[src/rtl/tss_pkg.sv]
// Shared types, constants and fixed-point helpers of the tridiagonal sweep solver.
// No dependencies; the solver and the divider import this package.
package tss_pkg;

  localparam int DATA_W = 32;   // Q16.16 word
  localparam int NODE_W = 6;    // node_index port width
  localparam int PROD_W = 48;   // rounded Q16.16 product, signed
  localparam int DIV_W  = 49;   // divider operand, signed
  localparam int MAG_W  = 48;   // divider operand magnitude
  localparam int CFG_W  = 2;    // configuration index width

  localparam logic [CFG_W-1:0] CFG_LEFT_KAPPA  = 2'd0;
  localparam logic [CFG_W-1:0] CFG_RIGHT_KAPPA = 2'd1;

  localparam logic [1:0] KIND_START = 2'd0;
  localparam logic [1:0] KIND_ROW   = 2'd1;
  localparam logic [1:0] KIND_CLOSE = 2'd2;

  localparam logic signed [DIV_W-1:0] ONE_Q16 = 49'sd65536;
  localparam logic [DATA_W-1:0] POS_MAX = 32'h7FFF_FFFF;
  localparam logic [DATA_W-1:0] NEG_MIN = 32'h8000_0000;

  typedef enum logic [3:0] {
    ST_IDLE,
    ST_ROW_MA, ST_ROW_MB, ST_ROW_DA, ST_ROW_WA, ST_ROW_WB,
    ST_CL_MB, ST_CL_MA, ST_CL_DV, ST_CL_WY,
    ST_BK_RD, ST_BK_MUL, ST_BK_ADD,
    ST_EM_RD, ST_EM_OUT
  } tss_state_t;

  typedef enum logic [1:0] {
    DV_IDLE, DV_RUN, DV_FIN
  } tss_div_state_t;

  // divider result as seen by the controller
  typedef struct packed {
    logic              done;
    logic              zero;
    logic [DATA_W-1:0] quot;
  } tss_div_res_t;

  // exact product rounded to Q16.16, ties away from zero
  function automatic logic signed [PROD_W-1:0] qround(input logic signed [63:0] p);
    logic [63:0]       m;
    logic [PROD_W-1:0] r;
    m = p[63] ? 64'(-p) : 64'(p);
    r = PROD_W'((m + 64'h8000) >> 16);
    return p[63] ? PROD_W'(-r) : r;
  endfunction

  function automatic logic [DATA_W-1:0] sat32(input logic signed [DIV_W-1:0] v);
    logic [DATA_W-1:0] r;
    if (v > 49'sh0_7FFF_FFFF) r = POS_MAX;
    else if (v < -49'sh0_8000_0000) r = NEG_MIN;
    else r = v[DATA_W-1:0];
    return r;
  endfunction

endpackage

[src/rtl/tss_div.sv]
// Iterative restoring divider: Q16.16 quotient, rounded and saturated, one bit a cycle.
// Depends on tss_pkg.
module tss_div import tss_pkg::*; (
  input  logic                    clk,
  input  logic                    rst,
  input  logic                    start,
  input  logic signed [DIV_W-1:0] num,
  input  logic signed [DIV_W-1:0] den,
  output tss_div_res_t            res
);

  tss_div_state_t    state;
  logic [MAG_W-1:0]  rem;
  logic [MAG_W-1:0]  dmag;
  logic [31:0]       nlow;
  logic [31:0]       quo;
  logic              neg;
  logic              big;
  logic [4:0]        cnt;

  logic [MAG_W-1:0]  nmag_in;
  logic [MAG_W-1:0]  dmag_in;
  logic [64:0]       nfull;
  logic [MAG_W:0]    trial;
  logic              fits;
  logic [32:0]       qm;

  always_comb begin
    nmag_in = num[DIV_W-1] ? MAG_W'(-num) : MAG_W'(num);
    dmag_in = den[DIV_W-1] ? MAG_W'(-den) : MAG_W'(den);
    nfull   = ({17'd0, nmag_in} << 16) + 65'(dmag_in >> 1);
    trial   = {rem, nlow[31]};
    fits    = trial >= {1'b0, dmag};
    if (big || quo > 32'h8000_0000) qm = 33'h0_8000_0000;
    else qm = {1'b0, quo};
  end

  always_ff @(posedge clk) begin
    if (rst) begin
      state    <= DV_IDLE;
      res.done <= 1'b0;
    end else begin
      res.done <= 1'b0;
      case (state)
        DV_IDLE: begin
          if (start) begin
            if (den == '0) begin
              res.done <= 1'b1;
              res.zero <= 1'b1;
              if (num > 0) res.quot <= POS_MAX;
              else if (num < 0) res.quot <= NEG_MIN;
              else res.quot <= '0;
            end else begin
              neg   <= num[DIV_W-1] != den[DIV_W-1];
              dmag  <= dmag_in;
              big   <= nfull[64:32] >= 33'(dmag_in);
              rem   <= MAG_W'(nfull[64:32]);
              nlow  <= nfull[31:0];
              quo   <= '0;
              cnt   <= '0;
              state <= DV_RUN;
            end
          end
        end
        DV_RUN: begin
          // remainder stays below the divisor unless the quotient overflows
          if (!big) begin
            rem <= fits ? MAG_W'(trial - {1'b0, dmag}) : MAG_W'(trial);
            quo <= {quo[30:0], fits};
          end
          nlow <= {nlow[30:0], 1'b0};
          cnt  <= cnt + 5'd1;
          if (cnt == 5'd31) state <= DV_FIN;
        end
        DV_FIN: begin
          res.done <= 1'b1;
          res.zero <= 1'b0;
          if (neg) res.quot <= DATA_W'(-qm);
          else if (qm[32] || qm[31]) res.quot <= POS_MAX;
          else res.quot <= qm[31:0];
          state <= DV_IDLE;
        end
        default: state <= DV_IDLE;
      endcase
    end
  end

endmodule
[config.mk]
export PLATFORM = sky130hd
export DESIGN_NAME = tss_div
export DESIGN_NICKNAME = d
export VERILOG_FILES = /design/src/rtl/tss_pkg.sv /design/src/rtl/tss_div.sv
export SDC_FILE = /design/constraint.sdc
export NUM_CORES = 1
export LEC_CHECK = 0
export BUFFER_PORTS_ARGS = -buffer_cell sky130_fd_sc_hd__buf_4
export CORE_MARGIN = 3
export CORE_UTILIZATION = 45
export DETAILED_ROUTE_END_ITERATION = 7
export PLACE_DENSITY = 0.71
export RECOVER_POWER = 25
export SYNTH_ARGS = -nofsm -noshare
export SYNTH_HDL_FRONTEND = slang
export SYNTH_SLANG_ARGS = --single-unit
[constraint.sdc]
create_clock -name clk -period 14.4 [get_ports clk]
set_clock_uncertainty 0.15 [all_clocks]
set_input_delay 0.72 -clock clk [delete_from_list [all_inputs] [get_ports clk]]
set_output_delay 0.72 -clock clk [all_outputs]
set_load 0.005 [all_outputs]
=== Word-level counts from Yosys, hierarchy flattened ===
Index checks and enable logic that the tools add are counted.
W data, S select, Z words.

* Register bits after elaboration: 203
* Word-level logic and storage cells: 73
* Output and inout bits: 34
* Input bits: 101

* Reductions and logical operators: 11
* Add/sub/neg operators: 6
* Eq/ne operators: 9
* Mux-type cells: 29
* Magnitude comparators: 5
* Bitwise gates (word level): 2

{| class="wikitable"
|+ Operators with widths
! kind !! count
|-
| $mux W32 || 10
|-
| $mux W48 || 6
|-
| $pmux W32 S2 || 2
|-
| $neg A48 Y48 || 2
|-
| $pmux W48 S2 || 1
|-
| $mux W34 || 2
|-
| $pmux W34 S2 || 1
|-
| $add A64 B47 Y65 || 1
|-
| $ge A49 B48 Y1 || 1
|-
| $gt A49 B1 Y1 const B || 1
|-
| $logic_not A49 Y1 || 1
|-
| $lt A49 B1 Y1 const B || 1
|-
| $sub A48 B48 Y48 || 1
|-
| $ge A33 B33 Y1 || 1
|-
| $gt A32 B32 Y1 const B || 1
|-
| $neg A32 Y32 || 1
|-
| $reduce_and A4 Y1 || 3
|-
| $mux W5 || 2
|-
| $ne A2 B2 Y1 const B || 5
|-
| $pmux W5 S2 || 1
|-
| $mux W2 || 3
|-
| $add A5 B1 Y5 const B || 1
|-
| $eq A5 B5 Y1 const B || 1
|-
| $reduce_and A5 Y1 || 1
|-
| other kinds (10) || 12
|}

=== Logic depth before layout (Yosys ltp) ===
* Word-level depth: 7
* Mapped depth: 32
* Depth with buffers taken out: 32

=== Worst setup path after synthesis ===
Ideal clock, no wire load.

* Kind: in2reg
* Start point: input den[0]
* End point: register quo[0], enable pin
* Buffers on the path: 0
* Required time: 13,610 ps
* Slack: 3,372 ps
* Stages on the path: 9
* Arrival: 10,238 ps
* Setup time: 640 ps
* Path through: inv_1 -> ha_1 -> nor4b_1 -> nand4_2 -> nand2b_1 -> or2_2 -> a21oi_1 -> nor3_1 -> a21boi_0

* Word-level cells in the longest chain between the ends: 3

{| class="wikitable"
|+ RTL lines
! element !! line !! text
|-
| start, declared || tss_div.sv:8 || <nowiki>input logic signed [DIV_W-1:0] den,</nowiki>
|-
| $logic_not A49 Y1 || tss_div.sv:47 || <nowiki>if (den == '0) begin</nowiki>
|-
| $ne A2 B2 Y1 (no source line) || n/a ||
|-
| $reduce_and A5 Y1 (no source line) || n/a ||
|-
| end signal, assigned || tss_div.sv:69 || <nowiki>quo <= {quo[30:0], fits};</nowiki>
|-
| end, declared || tss_div.sv:16 || <nowiki>logic [31:0] quo;</nowiki>
|}

No other way between the ends.
A chain may end at the register's enable or synchronous reset.

=== Worst setup path in the final report ===
* Start point: input num[48]
* End point: register big, data pin

* Word-level cells in the longest chain between the ends: 3

{| class="wikitable"
|+ RTL lines
! element !! line !! text
|-
| start, declared || tss_div.sv:7 || <nowiki>input logic signed [DIV_W-1:0] num,</nowiki>
|-
| $mux W48 || tss_div.sv:29 || <nowiki>nmag_in = num[DIV_W-1] ? MAG_W'(-num) : MAG_W'(num);</nowiki>
|-
| $add A64 B47 Y65 || tss_div.sv:31 || <nowiki>nfull = ({17'd0, nmag_in} << 16) + 65'(dmag_in >> 1);</nowiki>
|-
| $ge A33 B33 Y1 || tss_div.sv:56 || <nowiki>big <= nfull[64:32] >= 33'(dmag_in);</nowiki>
|-
| end signal, assigned || tss_div.sv:56 ||
|-
| end, declared || tss_div.sv:18 || <nowiki>logic big;</nowiki>
|}

No other way between the ends.

==> impl_metrics.sql <==
INSERT INTO impl_metrics (metric_group, metric, value, unit) VALUES
('clocking', 'cts.clk_slew.worst_paths', '60', 'ps'),
('global_routing', 'number_of_antenna_violations_at_the_first_check_in_global_routing', '1', ''),
('timing', 'rsz0062_at_grt', 'false', ''),
('floorplanning', 'dieArea', '40400', 'sq um'),
('floorplanning', 'floorplan.die.height', '201', 'um'),
('critical_path', 'worst-endpoint-required', '14520', 'ps'),
('power', 'power_switching', '725', 'uW'),
('drt', 'drt-wirelength-per-cell', '20.1', 'um'),
('timing', 'fin_crit', '7880', 'ps'),
('yosys', 'sequential_share_of_the_synthesized_area', '0.355', ''),
('clocking', 'tritoncts', 'yes', ''),
('critical_path', 'crit_cells', '24', ''),
('drt', 'routed-via-count', '15100', ''),
('timing', 'layout_worst_path_cycle_share', '0.547', ''),
('final_layout', 'finalCoreUtilization', '0.520', ''),
('final_layout', 'area.growth.synth_to_final', '12.7', '%'),
('timing', 'worst_slew_pin_slew', '3120', 'ps'),
('yosys', 'synthesis.yosys.warnings', '0', ''),
('power', 'power_report.internal_total', '1.36', 'mW'),
('run_status', 'status', 'complete, but fails checks', ''),
('drt', 'via_to_cell_ratio', '6.03', ''),
('critical_path', 'worstRegToRegCells', '4', ''),
('clocking', 'ctsLongestPathBuffers', '3', ''),
('yosys', 'synthesis.nets', '2115', ''),
('final_layout', 'fillerInstances', '3413', ''),
('final_layout', 'commonest_cells_after_routing_fill_and_taps_aside', 'sky130_fd_sc_hd__edfxtp_1 (200), sky130_fd_sc_hd__nand2_1 (145), sky130_fd_sc_hd__nor2_1 (141)', ''),
('global_routing', 'gr-usage-all-layers', '0.242', ''),
('critical_path', 'crit_end', 'big', ''),
('timing', 'finalSetupViolations', '0', ''),
('timing', 'final_slew_violations', '297', ''),
('final_layout', 'num_antenna_cells', '0', ''),
('clocking', 'cts_hold_buffers', '0', ''),
('power', 'lkg_pwr', '7.68', 'nW'),
('final_layout', 'final_net_count', '2206', ''),
('yosys', 'yosysUniqueCellTypes', '89', ''),
('yosys', 'netlist_instances', '1895', ''),
('timing', 'setup_ws', '6520', 'ps'),
('clocking', 'insertion_delay', '540', 'ps'),
('yosys', 'synth-edff-count', '200', ''),
('yosys', 'asr_flop_ratio_synth', '0', ''),
('critical_path', 'critical_path.top_delay_family', 'compound AO/OA/AOI/OAI gates', ''),
('timing', 'hold_violations', '0', ''),
('yosys', 'yosys_register_bits', '203', ''),
('power', 'powerDensity', '108', 'nW/um^2'),
('power', 'power.combinational.fraction', '0.355', ''),
('critical_path', 'worst-path-max-fanout', '66', ''),
('run', 'max_cap_violations', '5', ''),
('yosys', 'synth_area_per_inst', '9.02', 'sq um'),
('yosys', 'synth_top_flop_cell', 'sky130_fd_sc_hd__edfxtp_1', ''),
('drt', 'detail-route-antenna-nets', '0', ''),
('critical_path', 'critical_path.max_stage_delay', '1810', 'ps'),
('global_routing', 'wire_length_of_the_first_global_routing_pass', '79000', 'um'),
('yosys', 'post_synth_main_area_contributors', 'sky130_fd_sc_hd__edfxtp_1 (35%), sky130_fd_sc_hd__ha_1 (8.6%), sky130_fd_sc_hd__xnor2_1 (6.3%)', ''),
('floorplanning', 'placement_rows', '70', ''),
('timing', 'timing.setup.tns', '0', 'ps'),
('hold_path', 'min_path_type', 'input pin to flop', ''),
('critical_path', 'worstReg2RegEnd', 'nlow[14]', ''),
('power', 'clock_power_share', '0.292', ''),
('drt', 'detail_route.drc_violations', '0', ''),
('drt', 'dr.pass1.iters', '6', ''),
('floorplanning', 'fp.coreArea', '37000', 'sq um'),
('placement', 'place.gp.congestion', '1.02', ''),
('floorplanning', 'chipWidth', '201', 'um'),
('critical_path', 'slowest_stage_cell_cp', 'sky130_fd_sc_hd__clkbuf_1', ''),
('critical_path', 'setup.worst_path.class', 'input pin to flop', ''),
('placement', 'place_area', '18500', 'sq um'),
('power', 'power_switching_share', '0.349', ''),
('run_status', 'failed_checks', 'max-capacitance violations, max-slew violations', ''),
('yosys', 'synth.top_cell.area_share', '0.351', ''),
('critical_path', 'worst_setup_path_startpoint', 'num[48]', ''),
('critical_path', 'path_common_cell', 'sky130_fd_sc_hd__o21ai_0', '');
## worst min-delay path by stage
stage	start	to	slack [ps]	cells past startpoint
global route	rst	state[0]	260	2
floorplan	nlow[15]	nlow[16]	330	2
global placement	nlow[15]	nlow[16]	350	2
detailed placement	nlow[17]	nlow[18]	370	2
CTS	rst	state[0]	230	2
finish	rst	state[0]	260	2
## synthesized netlist by cell type (5+ instances only)
cell type	n
sky130_fd_sc_hd__edfxtp_1	200
sky130_fd_sc_hd__nand2_1	145
sky130_fd_sc_hd__nor2_1	141
sky130_fd_sc_hd__a21oi_1	132
sky130_fd_sc_hd__xnor2_1	123
sky130_fd_sc_hd__ha_1	117
sky130_fd_sc_hd__inv_1	117
sky130_fd_sc_hd__o21ai_0	109
sky130_fd_sc_hd__xor2_1	62
sky130_fd_sc_hd__clkbuf_1	61
sky130_fd_sc_hd__a21o_1	52
sky130_fd_sc_hd__nor3_1	52
sky130_fd_sc_hd__mux2i_1	38
sky130_fd_sc_hd__and2_1	36
sky130_fd_sc_hd__o21ai_1	36
sky130_fd_sc_hd__nand3_1	35
sky130_fd_sc_hd__o31ai_1	33
sky130_fd_sc_hd__nand2b_1	32
sky130_fd_sc_hd__o21a_1	23
sky130_fd_sc_hd__or3_1	22
sky130_fd_sc_hd__o41ai_1	20
sky130_fd_sc_hd__a31oi_1	18
sky130_fd_sc_hd__nand4_1	17
sky130_fd_sc_hd__nor2b_1	17
sky130_fd_sc_hd__or2_2	17
sky130_fd_sc_hd__or4_1	17
sky130_fd_sc_hd__and3_1	16
sky130_fd_sc_hd__o21bai_1	16
sky130_fd_sc_hd__nor4_1	15
sky130_fd_sc_hd__a211oi_1	14
sky130_fd_sc_hd__buf_1	12
sky130_fd_sc_hd__a311oi_1	9
sky130_fd_sc_hd__a221oi_1	8
sky130_fd_sc_hd__o211ai_1	8
sky130_fd_sc_hd__a21boi_0	7
sky130_fd_sc_hd__nor4b_1	7
sky130_fd_sc_hd__a211o_1	6
sky130_fd_sc_hd__mux2_2	5
sky130_fd_sc_hd__o2111ai_1	5
sky130_fd_sc_hd__o22ai_1	5
## flip-flops by register name, indices dropped and copies added (netlist names)
register,count
res,34
state,2
cnt,5
quo,32
dmag,48
rem,48
nlow,32
neg,1
big,1
## routing by layer
metal / routed length [um] / GRT usage / vias to the layer above
met4: 1690 / 0.0856 / 0
li1: - / - / 7210
met1: 21800 / 0.329 / 7220
met2: 23500 / 0.398 / 590
met3: 3460 / 0.0289 / 95
met5: 0 / 0 / -
## through the flow
step                total power [mW]  hold WS [ps]
finish                          2.08           265
global route                    2.19           255
CTS                             2.08           231
detailed placement              1.47           369
global placement                1.45           346
floorplan                       1.26           334
## cell type report
cell class | count | area (sq um) | area share
multi-input cells | 1495 | 10300 | 0.535
flip-flops and latches | 203 | 6070 | 0.315
repair buffers | 144 | 1040 | 0.0542
clock buffers | 29 | 641 | 0.0333
well taps | 504 | 631 | 0.0327
inverters | 117 | 439 | 0.0228
clock inverters | 15 | 133 | 0.00689
## logic make-up after synthesis
group | Yosys count | share of synthesized area
flip-flops | 203 | 0.355
AO/OA/AOI/OAI | 549 | 0.211
multiplexers | 44 | 0.0262
adder cells (fa/ha/maj) | 119 | 0.0880
AND/OR/NAND/NOR | 594 | 0.177
XOR/XNOR | 189 | 0.0990
buffers and inverters | 197 | 0.0444
## power by group through the flow
stage,sequential (mW),combinational (mW),clock (mW)
5_1_grt,0.739,0.808,0.645
2_1_floorplan,0.741,0.516,0
4_1_cts,0.734,0.726,0.618
3_3_place_gp,0.745,0.708,0
3_5_place_dp,0.746,0.722,0
6_report,0.735,0.739,0.607
Power figures use the tool's default switching activity.
